File: config.mk
export PLATFORM = sky130hd
export DESIGN_NAME = epoch_to_civil_date_time
export DESIGN_NICKNAME = d
export VERILOG_FILES = /design/src/rtl/e2c_pkg.sv /design/src/rtl/e2c_split.sv /design/src/rtl/e2c_date.sv /design/src/rtl/e2c_tod.sv /design/src/rtl/epoch_to_civil_date_time.sv
export SDC_FILE = /design/constraint.sdc
export NUM_CORES = 2
export LEC_CHECK = 0
export ABC_AREA = 1
export BUFFER_PORTS_ARGS = -buffer_cell sky130_fd_sc_hd__buf_2
export CAP_MARGIN = 15
export CORE_UTILIZATION = 25
export CTS_CLUSTER_DIAMETER = 50
export DETAILED_ROUTE_END_ITERATION = 8
export GPL_TIMING_DRIVEN = 0
export RECOVER_POWER = 50
export SYNTH_ARGS = -nofsm -noshare
export SYNTH_HDL_FRONTEND = slang
export SYNTH_SLANG_ARGS = --single-unit
File: constraint.sdc
create_clock -name clk -period 8.8 [get_ports clk]
set_input_delay 2.64 -clock clk [delete_from_list [all_inputs] [get_ports clk]]
set_output_delay 2.64 -clock clk [all_outputs]
set_load 0.05 [all_outputs]
File: src/rtl/e2c_pkg.sv
`default_nettype none
// ----------------------------------------------------------------------------
// e2c_pkg: shared types and constants for the epoch to civil date converter
// Reciprocal multipliers for the constant divisions, calendar offsets and
// the month start table.
// ----------------------------------------------------------------------------
package e2c_pkg;

    // Pipeline depth, input register to output register
    localparam int unsigned NUM_STAGES = 7;

    // days = (epoch >> 7) / 675, exact for any 25-bit dividend
    localparam logic [25:0] DAY_RECIP     = 26'd50903317;
    localparam int unsigned DAY_SHIFT     = 35;
    localparam logic [31:0] SECS_PER_DAY  = 32'd86400;

    // Shift of the day count to 0000-03-01 and era handling
    localparam logic [19:0] SHIFT_TO_0300 = 20'd719468;
    localparam logic [19:0] ERA5_START    = 20'd730485;   // 5 * 146097
    localparam logic [19:0] ERA4_START    = 20'd584388;   // 4 * 146097
    localparam logic [2:0]  ERA_LOW       = 3'd4;
    localparam logic [2:0]  ERA_HIGH      = 3'd5;

    // de / 1460 = (de >> 2) / 365
    localparam logic [16:0] D1460_RECIP   = 17'd91930;
    localparam int unsigned D1460_SHIFT   = 25;
    localparam logic [17:0] CENT_DAYS1    = 18'd36524;
    localparam logic [17:0] CENT_DAYS2    = 18'd73048;
    localparam logic [17:0] CENT_DAYS3    = 18'd109572;
    localparam logic [17:0] ERA_LAST_DAY  = 18'd146096;

    // n / 365
    localparam logic [18:0] D365_RECIP    = 19'd367720;
    localparam int unsigned D365_SHIFT    = 27;

    // (5 * doy + 2) / 153
    localparam logic [11:0] D153_RECIP    = 12'd3427;
    localparam int unsigned D153_SHIFT    = 19;

    // Time of day: sod / 3600 = (sod >> 4) / 225, rem / 60 = (rem >> 2) / 15
    localparam logic [13:0] D225_RECIP    = 14'd9321;
    localparam int unsigned D225_SHIFT    = 21;
    localparam logic [16:0] SECS_PER_HOUR = 17'd3600;
    localparam logic [10:0] D15_RECIP     = 11'd1093;
    localparam int unsigned D15_SHIFT     = 14;
    localparam logic [11:0] SECS_PER_MIN  = 12'd60;

    localparam logic [11:0] YEARS_PER_ERA = 12'd400;
    localparam logic [3:0]  MP_JANUARY    = 4'd10;

    // Split stage results handed to the date and time-of-day pipelines
    typedef struct packed {
        logic [17:0] de;    // day of era, 0..146096
        logic [2:0]  era;   // 400-year era
        logic [16:0] sod;   // second of day
    } e2c_split_t;

    // First day of each March-based month: (153 * mp + 2) / 5
    function automatic logic [8:0] month_start(input logic [3:0] mp);
        logic [8:0] r;
        case (mp)
            4'd0:    r = 9'd0;
            4'd1:    r = 9'd31;
            4'd2:    r = 9'd61;
            4'd3:    r = 9'd92;
            4'd4:    r = 9'd122;
            4'd5:    r = 9'd153;
            4'd6:    r = 9'd184;
            4'd7:    r = 9'd214;
            4'd8:    r = 9'd245;
            4'd9:    r = 9'd275;
            4'd10:   r = 9'd306;
            4'd11:   r = 9'd337;
            default: r = 9'd0;
        endcase
        return r;
    endfunction

endpackage
`default_nettype wire

File: src/rtl/e2c_split.sv
`default_nettype none
// ----------------------------------------------------------------------------
// e2c_split: first two pipeline stages
// Divide the timestamp into days and second of day, shift the day count to
// a March-based origin and reduce it to era and day of era.
// ----------------------------------------------------------------------------
module e2c_split (
    input  wire logic                clk,
    input  wire logic                en,
    input  wire logic [31:0]         epoch,
    output e2c_pkg::e2c_split_t      split
);

    logic [50:0] day_prod;
    logic [15:0] days_reg;
    logic [15:0] days_next;
    logic [16:0] lo_reg;

    logic [31:0] day_secs;
    logic [19:0] z;
    logic        era5;
    logic [19:0] de_wide;
    e2c_pkg::e2c_split_t split_reg;
    e2c_pkg::e2c_split_t split_next;

    // Stage 1: days by reciprocal multiply
    always_comb
    begin
        day_prod  = 51'(epoch[31:7]) * 51'(e2c_pkg::DAY_RECIP);
        days_next = day_prod[e2c_pkg::DAY_SHIFT +: 16];
    end

    always_ff @(posedge clk)
    begin
        if (en)
        begin
            days_reg <= days_next;
            lo_reg   <= epoch[16:0];
        end
    end

    // Stage 2: second of day, era and day of era
    always_comb
    begin
        day_secs         = 32'(days_reg) * e2c_pkg::SECS_PER_DAY;
        z                = 20'(days_reg) + e2c_pkg::SHIFT_TO_0300;
        era5             = (z >= e2c_pkg::ERA5_START);
        de_wide          = z - (era5 ? e2c_pkg::ERA5_START : e2c_pkg::ERA4_START);
        split_next.sod   = lo_reg - day_secs[16:0];
        split_next.de    = de_wide[17:0];
        split_next.era   = era5 ? e2c_pkg::ERA_HIGH : e2c_pkg::ERA_LOW;
    end

    always_ff @(posedge clk)
    begin
        if (en)
        begin
            split_reg <= split_next;
        end
    end

    assign split = split_reg;

endmodule
`default_nettype wire

File: src/rtl/e2c_date.sv
`default_nettype none
// ----------------------------------------------------------------------------
// e2c_date: five date stages
// Turn era and day of era into year, month and day of month.
// ----------------------------------------------------------------------------
module e2c_date (
    input  wire logic        clk,
    input  wire logic        en,
    input  wire logic [17:0] de,
    input  wire logic [2:0]  era,
    output logic [11:0]      year,
    output logic [3:0]       month,
    output logic [4:0]       day
);

    // Stage 3: day count with leap days removed
    logic [32:0] q1460_prod;
    logic [7:0]  q1460;
    logic [2:0]  cents;
    logic        last_day;
    logic [17:0] n_next;
    logic [17:0] n_reg;
    logic [17:0] de3_reg;
    logic [2:0]  era3_reg;

    always_comb
    begin
        q1460_prod = 33'(de[17:2]) * 33'(e2c_pkg::D1460_RECIP);
        q1460      = q1460_prod[e2c_pkg::D1460_SHIFT +: 8];
        cents      = 3'(de >= e2c_pkg::CENT_DAYS1) + 3'(de >= e2c_pkg::CENT_DAYS2)
                   + 3'(de >= e2c_pkg::CENT_DAYS3) + 3'(de >= e2c_pkg::ERA_LAST_DAY);
        last_day   = (de == e2c_pkg::ERA_LAST_DAY);
        n_next     = de - 18'(q1460) + 18'(cents) - 18'(last_day);
    end

    always_ff @(posedge clk)
    begin
        if (en)
        begin
            n_reg    <= n_next;
            de3_reg  <= de;
            era3_reg <= era;
        end
    end

    // Stage 4: year of era
    logic [36:0] ye_prod;
    logic [8:0]  ye_next;
    logic [8:0]  ye4_reg;
    logic [17:0] de4_reg;
    logic [2:0]  era4_reg;

    always_comb
    begin
        ye_prod = 37'(n_reg) * 37'(e2c_pkg::D365_RECIP);
        ye_next = ye_prod[e2c_pkg::D365_SHIFT +: 9];
    end

    always_ff @(posedge clk)
    begin
        if (en)
        begin
            ye4_reg  <= ye_next;
            de4_reg  <= de3_reg;
            era4_reg <= era3_reg;
        end
    end

    // Stage 5: day of March-based year
    logic [1:0]  ye_cent;
    logic [17:0] year_days;
    logic [17:0] doy_wide;
    logic [8:0]  doy5_reg;
    logic [8:0]  ye5_reg;
    logic [2:0]  era5_reg;

    always_comb
    begin
        ye_cent   = 2'(ye4_reg >= 9'd100) + 2'(ye4_reg >= 9'd200) + 2'(ye4_reg >= 9'd300);
        year_days = 18'(ye4_reg) * 18'd365 + 18'(ye4_reg[8:2]) - 18'(ye_cent);
        doy_wide  = de4_reg - year_days;
    end

    always_ff @(posedge clk)
    begin
        if (en)
        begin
            doy5_reg <= doy_wide[8:0];
            ye5_reg  <= ye4_reg;
            era5_reg <= era4_reg;
        end
    end

    // Stage 6: March-based month
    logic [10:0] mp_arg;
    logic [22:0] mp_prod;
    logic [3:0]  mp6_reg;
    logic [8:0]  doy6_reg;
    logic [8:0]  ye6_reg;
    logic [2:0]  era6_reg;

    always_comb
    begin
        mp_arg  = 11'(doy5_reg) * 11'd5 + 11'd2;
        mp_prod = 23'(mp_arg) * 23'(e2c_pkg::D153_RECIP);
    end

    always_ff @(posedge clk)
    begin
        if (en)
        begin
            mp6_reg  <= mp_prod[e2c_pkg::D153_SHIFT +: 4];
            doy6_reg <= doy5_reg;
            ye6_reg  <= ye5_reg;
            era6_reg <= era5_reg;
        end
    end

    // Stage 7: civil month, day and year
    logic [8:0]  dom_wide;
    logic [3:0]  month_next;
    logic [11:0] year_next;
    logic [11:0] year_reg;
    logic [3:0]  month_reg;
    logic [4:0]  day_reg;

    always_comb
    begin
        dom_wide   = doy6_reg - e2c_pkg::month_start(mp6_reg) + 9'd1;
        month_next = (mp6_reg < e2c_pkg::MP_JANUARY) ? mp6_reg + 4'd3 : mp6_reg - 4'd9;
        year_next  = 12'(ye6_reg) + 12'(era6_reg) * e2c_pkg::YEARS_PER_ERA
                   + 12'(month_next <= 4'd2);
    end

    always_ff @(posedge clk)
    begin
        if (en)
        begin
            year_reg  <= year_next;
            month_reg <= month_next;
            day_reg   <= dom_wide[4:0];
        end
    end

    assign year  = year_reg;
    assign month = month_reg;
    assign day   = day_reg;

endmodule
`default_nettype wire

File: src/rtl/e2c_tod.sv
`default_nettype none
// ----------------------------------------------------------------------------
// e2c_tod: five time-of-day stages
// Split the second of day into hour, minute and second, timed to match the
// date stages.
// ----------------------------------------------------------------------------
module e2c_tod (
    input  wire logic        clk,
    input  wire logic        en,
    input  wire logic [16:0] sod,
    output logic [4:0]       hour,
    output logic [5:0]       minute,
    output logic [5:0]       second
);

    // Stage 3: hour
    logic [26:0] hr_prod;
    logic [4:0]  hr3_reg;
    logic [16:0] sod3_reg;

    assign hr_prod = 27'(sod[16:4]) * 27'(e2c_pkg::D225_RECIP);

    always_ff @(posedge clk)
    begin
        if (en)
        begin
            hr3_reg  <= hr_prod[e2c_pkg::D225_SHIFT +: 5];
            sod3_reg <= sod;
        end
    end

    // Stage 4: second of hour
    logic [16:0] soh_wide;
    logic [11:0] soh4_reg;
    logic [4:0]  hr4_reg;

    assign soh_wide = sod3_reg - 17'(hr3_reg) * e2c_pkg::SECS_PER_HOUR;

    always_ff @(posedge clk)
    begin
        if (en)
        begin
            soh4_reg <= soh_wide[11:0];
            hr4_reg  <= hr3_reg;
        end
    end

    // Stage 5: minute
    logic [20:0] mn_prod;
    logic [5:0]  mn5_reg;
    logic [11:0] soh5_reg;
    logic [4:0]  hr5_reg;

    assign mn_prod = 21'(soh4_reg[11:2]) * 21'(e2c_pkg::D15_RECIP);

    always_ff @(posedge clk)
    begin
        if (en)
        begin
            mn5_reg  <= mn_prod[e2c_pkg::D15_SHIFT +: 6];
            soh5_reg <= soh4_reg;
            hr5_reg  <= hr4_reg;
        end
    end

    // Stage 6: second
    logic [11:0] sec_wide;
    logic [5:0]  sec6_reg;
    logic [5:0]  mn6_reg;
    logic [4:0]  hr6_reg;

    assign sec_wide = soh5_reg - 12'(mn5_reg) * e2c_pkg::SECS_PER_MIN;

    always_ff @(posedge clk)
    begin
        if (en)
        begin
            sec6_reg <= sec_wide[5:0];
            mn6_reg  <= mn5_reg;
            hr6_reg  <= hr5_reg;
        end
    end

    // Stage 7: align with the date output register
    logic [4:0] hour_reg;
    logic [5:0] minute_reg;
    logic [5:0] second_reg;

    always_ff @(posedge clk)
    begin
        if (en)
        begin
            hour_reg   <= hr6_reg;
            minute_reg <= mn6_reg;
            second_reg <= sec6_reg;
        end
    end

    assign hour   = hour_reg;
    assign minute = minute_reg;
    assign second = second_reg;

endmodule
`default_nettype wire

File: src/rtl/epoch_to_civil_date_time.sv
`default_nettype none
// ----------------------------------------------------------------------------
// epoch_to_civil_date_time: Unix seconds to UTC civil date and time
// Seven-stage pipeline converting a 32-bit timestamp to year, month, day,
// hour, minute and second of the proleptic Gregorian calendar.
// ----------------------------------------------------------------------------
//
//  Channel   Handshake            Payload
//  -------   ------------------   ------------------------------------------
//  input     in_valid, in_stall   epoch[31:0]
//  output    out_valid, out_stall year[11:0] month[3:0] day[4:0]
//                                 hour[4:0] minute[5:0] second[5:0]
//
//  Throughput is one transaction per cycle while no stalled result holds
//  the output; reciprocal multiplies replace each constant division.
//  Reset clears only the stage valid bits; the datapath registers have no reset.
//  A stalled output transaction freezes the whole pipeline, so in_stall
//  follows out_stall while the output register holds a result.
// ----------------------------------------------------------------------------
module epoch_to_civil_date_time (
    input  wire logic        clk,
    input  wire logic        rst_n,
    input  wire logic        in_valid,
    output logic             in_stall,
    input  wire logic [31:0] epoch,
    output logic             out_valid,
    input  wire logic        out_stall,
    output logic [11:0]      year,
    output logic [3:0]       month,
    output logic [4:0]       day,
    output logic [4:0]       hour,
    output logic [5:0]       minute,
    output logic [5:0]       second
);

    logic                              en;
    logic [e2c_pkg::NUM_STAGES-1:0]    valid_reg;
    logic [e2c_pkg::NUM_STAGES-1:0]    valid_next;
    e2c_pkg::e2c_split_t               split;

    // Advance every stage together unless the output holds a stalled result
    assign en       = !(valid_reg[e2c_pkg::NUM_STAGES-1] && out_stall);
    assign in_stall = !en;

    // Valid bits ride alongside the data stages
    assign valid_next = {valid_reg[e2c_pkg::NUM_STAGES-2:0], in_valid};

    always_ff @(posedge clk or negedge rst_n)
    begin
        if (!rst_n)
        begin
            valid_reg <= '0;
        end
        else if (en)
        begin
            valid_reg <= valid_next;
        end
    end

    // Stages 1-2: days, second of day, era
    e2c_split u_split (
        .clk   (clk),
        .en    (en),
        .epoch (epoch),
        .split (split)
    );

    // Stages 3-7: calendar date
    e2c_date u_date (
        .clk   (clk),
        .en    (en),
        .de    (split.de),
        .era   (split.era),
        .year  (year),
        .month (month),
        .day   (day)
    );

    // Stages 3-7: time of day
    e2c_tod u_tod (
        .clk    (clk),
        .en     (en),
        .sod    (split.sod),
        .hour   (hour),
        .minute (minute),
        .second (second)
    );

    assign out_valid = valid_reg[e2c_pkg::NUM_STAGES-1];

endmodule
`default_nettype wire

Word level (Yosys, flattened, before mapping)
Memories as Yosys holds them, arrays and structs flattened. A register that Yosys moved wholly into a read port is not among the register bits.
Index checks and enable logic that the tools add are counted.
Widths: inputs -> output; s select.
{"block": "op_classes", "n_mux": 4, "mul": 12, "n_eq_ne": 1, "magnitude_cmp": 10, "reduce_logical": 1, "addsub": 23}
{"operator": "$mul 25x26->51 const B", "count": 1}
{"operator": "$ge 18x17->1 const B", "count": 2}
{"operator": "$mul 18x16->33 const B", "count": 1}
{"operator": "$mul 16x16->32 const B", "count": 1}
{"operator": "$mul 13x14->26 const B", "count": 1}
{"operator": "$mul 11x12->23 const B", "count": 1}
{"operator": "$add 16x20->20 const B", "count": 1}
{"operator": "$ge 20x20->1 const B", "count": 1}
{"operator": "$mul 10x11->20 const B", "count": 1}
{"operator": "$add 18x3->18", "count": 1}
{"operator": "$eq 18x18->1 const B", "count": 1}
{"operator": "$ge 18x16->1 const B", "count": 1}
{"operator": "$ge 18x18->1 const B", "count": 1}
{"operator": "$mux 18", "count": 1}
{"operator": "$sub 18x1->18", "count": 1}
{"operator": "$sub 18x18->18", "count": 1}
{"operator": "$sub 18x8->18", "count": 1}
{"operator": "$sub 17x17->17", "count": 1}
{"operator": "$mul 16x10->10 const B", "count": 1}
{"operator": "$add 12x1->12", "count": 1}
{"operator": "$add 9x12->12", "count": 1}
{"operator": "$sub 12x12->12", "count": 1}
{"operator": "$add 11x2->11 const B", "count": 1}
{"operator": "$mul 9x3->11 const B", "count": 1}
{"operator": "other kinds (23)", "count": 26}
{"block": "totals", "output_inout_bits": 40, "register_bits": 277, "rom_bits": 144, "wordCells": 87, "n_memories": 1}
{"memory": "(name not given)", "depth": 16, "word_bits": 9, "read_ports": 1, "rd_ports_with_merged_regs": 1, "write_ports": 0, "line_no": "e2c_pkg.sv:61", "rtl": "case (mp)"}

Logic depth before layout (Yosys ltp)
{"block": "depth", "depth_word": 6, "depth_mapped": 42, "mapped_depth_nobuf": 42}

By module
Synthesis repeated with hierarchy kept, for this count alone.
{"block": "unflattened", "hier_cells": 4671, "hier_area_um2": 43588.1}
{"module": "e2c_date", "instances": 1, "cells_each": 2291, "area_per_inst_um2": 21346.7}
{"module": "e2c_split", "instances": 1, "cells_each": 1718, "area_per_inst_um2": 15108.2}
{"module": "e2c_tod", "instances": 1, "cells_each": 631, "area_per_inst_um2": 6824.0}
{"module": "epoch_to_civil_date_time", "instances": 1, "cells_each": 31, "area_per_inst_um2": 309.0}

Worst setup path after synthesis
No wires, ideal clock.
{"block": "synth_path", "path_type": "input to register", "startpoint": "input port out_stall", "endpoint": "register (tool-made name)", "arrival_ps": 11071, "n_path_buf": 1, "setup_time_ps": 113, "setup_slack_ps": -2384, "stages": 10, "path_cell_list": "nand2_1 clkbuf_1 nand2_1 nand2_1 inv_1 ha_1 nand2_1 nand2_1 nand2_1 nand2_1"}
{"element": "start, declared", "line_no": "epoch_to_civil_date_time.sv:27", "rtl": "input wire logic out_stall,"}

Final worst setup path
{"block": "layout_path", "startpoint": "input port epoch[12]", "endpoint": "register u_split.days_reg[15] (data pin)"}
{"block": "layout_between", "elab_chain_len": 1}
{"element": "start, declared", "line_no": "epoch_to_civil_date_time.sv:25", "rtl": "input wire logic [31:0] epoch,"}
{"element": "$mul 25x26->51", "line_no": "e2c_split.sv:29", "rtl": "day_prod = 51'(epoch[31:7]) * 51'(e2c_pkg::DAY_RECIP);"}
{"element": "net u_split.day_prod[50]", "line_no": "e2c_split.sv:14", "rtl": "logic [50:0] day_prod;"}
{"element": "end signal, assigned", "line_no": "e2c_split.sv:37", "rtl": "days_reg <= days_next;"}
{"element": "end, declared", "line_no": "e2c_split.sv:15", "rtl": "logic [15:0] days_reg;"}
The timed path passes the listed nets, and every way through them passes these cells.
A chain may end at the register's enable or synchronous reset.

==> impl_results.md <==
* Critical R2R Launch: u_split.split[31]
* Yosys top cell area share at 0.291
* Relative slew slack at -0.736
* Placer congestion estimate at 0.941
* Worst Tran Pin Value at 2600 ps
* Unique cell type count in the Yosys netlist at 47
* Total GRT Usage at 0.110
* DRC errors left at 13
* Critical path class: in2reg
* Fmax at 120 MHz
* DR vias at 28,400
* Finish-stage setup viols at 0
* Hold Path Class: reg2reg
* Buffers on Ports at 75
* Crit path max fanout at 12
* Drt pass-1 iters at 9
* Clock root buffer: clkbuf_16
* Die area at 0.168 mm2
* Die Y at 410 um
* Seq/Total Area, Yosys at 0.194
* Setup Skew at 37.5 ps
* First-pass GRT wire length at 151 mm
* RSZ-0062 raised after global routing: false
* Syn_nets at 5,805
* Final Hold Viols at 0
* WL/cell at 13.7 um
* Max reg flops at 36
* Tmin final at 8350 ps
* Share of cells above drive strength 1 at 0.0437
* Initial Util at 0.252
* Top Family by Delay on Critical Path: adder cells
* Adder-cell share of the synthesized area at 0.524
* Critical path's largest stage delay at 820 ps
* Global route overflow at 0
* Area taken by flip-flops and latches at 0.00808 mm2
* Status: finished, violations left
* Max-Cap Viols at 2
* Number of routed nets with antenna violations at 0
* CTS Buf Count at 39
* Fin. max-slew vios at 156
* Initial antenna violation count at 1
* Area of the mapped netlist at 0.0417 mm2
* Number of synthesized flops with an enable pin at 260
* CP bufs+invs at 3
* Top-count cell post-synth: inv_1
* WP data required at 9120 ps
* Synth Instances at 4,314
* Final wirelength at 91.7 mm
* Min-Delay Endpoint: u_date.ye6_reg[2]
* Core area at 0.165 mm2
* CP Launch Type: input pin
* Row count at 149
* Post-DP HPWL at 77.6 mm
* Period utilization at 0.949
* Mean Syn Cell Area at 9.66 um2
* Synth Area in XOR/XNOR at 0.0345
* Critical Path End Type: flop
* Most instantiated cells after synthesis: inv_1, ha_1, nand2_1, fa_1, edfxtp_1
* Later-pin clock latency in the skew report at 600 ps
* H-tree Lvls at 2
* Min-delay src: u_date.ye5_reg[2]
* R2r endpoint: u_date.n_reg[12]
* Failing checks: DRC, capacitance limit, slew limit
* Detailed Route Iter0 Violations at 1,364
* Vias in the first global route at 29,500
* Depth of the worst hold-timing path at 0
* Mux cell area share after synthesis at 0
* Area leader, netlist: ha_1
* Worst R2R Path Depth at 29
* Synth top area cells: ha_1, fa_1, edfxtp_1, inv_1, nand2_1
* Horiz. Die Dim at 410 um
* Reg clk slew, reported paths at 60 ps
* Complex-gate fraction of the synthesized area at 0.0598
* Largest net degree at the start of global routing at 117
* Most Frequent Cell on Critical Path: fa_1
* Critical Path AT at 8670 ps
* Clock sink count at 272
* Multi-input gate area at 0.0296 mm2
* CTS tree: done
* Antenna diodes at 0
* Final core utilization at 0.281
* Synth Flop Type: edfxtp_1
* Syn-to-layout area delta at 11.4%
* CP cell instances: clkbuf_1 -> ha_1 -> inv_1 -> fa_1 -> fa_1 -> fa_1 -> fa_1 -> inv_1 -> fa_1 -> fa_1 -> ha_1 -> a21oi_1 -> o21ai_0 -> o21ai_0 -> nand3_1 -> nand2_1 -> nand2_1
* Nets@finish at 5,965
* Vias per cell at 4.25
* Post-Synth Simple-Gate Area at 0.0914
* Main combinational cell family by area after synthesis: adder cells
* Async SR Flop Fraction at 0.0257
* Reg2reg setup slack at 600 ps
* I/O pin count at 76
* Slowest CP cell: clkbuf_1
* # fillers at 17,500
* Synth warnings at 0
* Longest Clk Path Bufs at 3
* Register bit total from synthesis at 272
-- layout make-up --
cell class / instances / share of cell area
multi-input cells: 2971 / 0.637
flip-flops and latches: 272 / 0.174
inverters: 1069 / 0.0864
well taps: 2189 / 0.0590
clock buffers: 40 / 0.0211
repair buffers: 119 / 0.0154
clock inverters: 32 / 0.00746
plain buffers: 2 / 0.000162
-- worst max-delay path by stage --
stage,depth (start not counted),end,slack [ps],startpoint
2_1_floorplan,23,u_split.days_reg[6],1220,epoch[26]
3_3_place_gp,11,flop,-50,out_stall
3_5_place_dp,35,u_date.n_reg[12],70,u_split.split[27]
4_1_cts,35,u_date.n_reg[12],40,u_split.split[27]
5_1_grt,36,u_date.n_reg[12],20,u_split.split[25]
6_report,17,u_split.days_reg[15],450,epoch[12]
-- layout by cell type (no fill, tap or decap), types with 43 or more instances in the layout --
master	count
inv_1	1066
ha_1	970
nand2_1	493
fa_1	485
edfxtp_1	260
a21oi_1	216
nor2_1	191
o21ai_0	136
xor2_1	99
nand3_1	98
buf_2	60
xnor2_1	58
nand4_1	43
-- logic make-up (layout without fill, tap and decap cells) --
logic type / count (synthesis) / count (layout)
buffers and inverters: 1071 / 1262
AO/OA/AOI/OAI: 453 / 453
adder cells (fa/ha/maj): 1455 / 1455
flip-flops: 272 / 272
AND/OR/NAND/NOR: 902 / 902
XOR/XNOR: 161 / 161
-- timing repair --
item / 4_1_cts / 5_1_grt
setup buffers: 0 / 42
setup endpoints to repair: 0 / 6
resized for setup: 0 / 1
hold buffers: 0 / 0
-- metal layers --
metal	GRT usage	share of wire
met4	0.0214	0.018
met5	0	0.00014
met2	0.186	0.47
met1	0.151	0.48
met3	0.0129	0.034
-- metrics by stage --
| step | setup TNS, ps | hold slack [ps] | cell area, um2 | setup WS (ps) | cells |
|---|---|---|---|---|---|
| 2_1_floorplan | 0 | 400 | 41700 | 1220 | 4314 |
| 3_5_place_dp | 0 | 405 | 44900 | 73.5 | 6580 |
| 4_1_cts | 0 | 400 | 46200 | 45.0 | 6652 |
| 3_3_place_gp | -86.1 | 400 | 44800 | -51.3 | 6578 |
| 6_report | 0 | 401 | 46500 | 450 | 6694 |
| 5_1_grt | 0 | 414 | 46500 | 23.5 | 6694 |
Power is not shown: default switching activity piles up to over one toggle a cycle in this logic, so the estimate is an artifact.
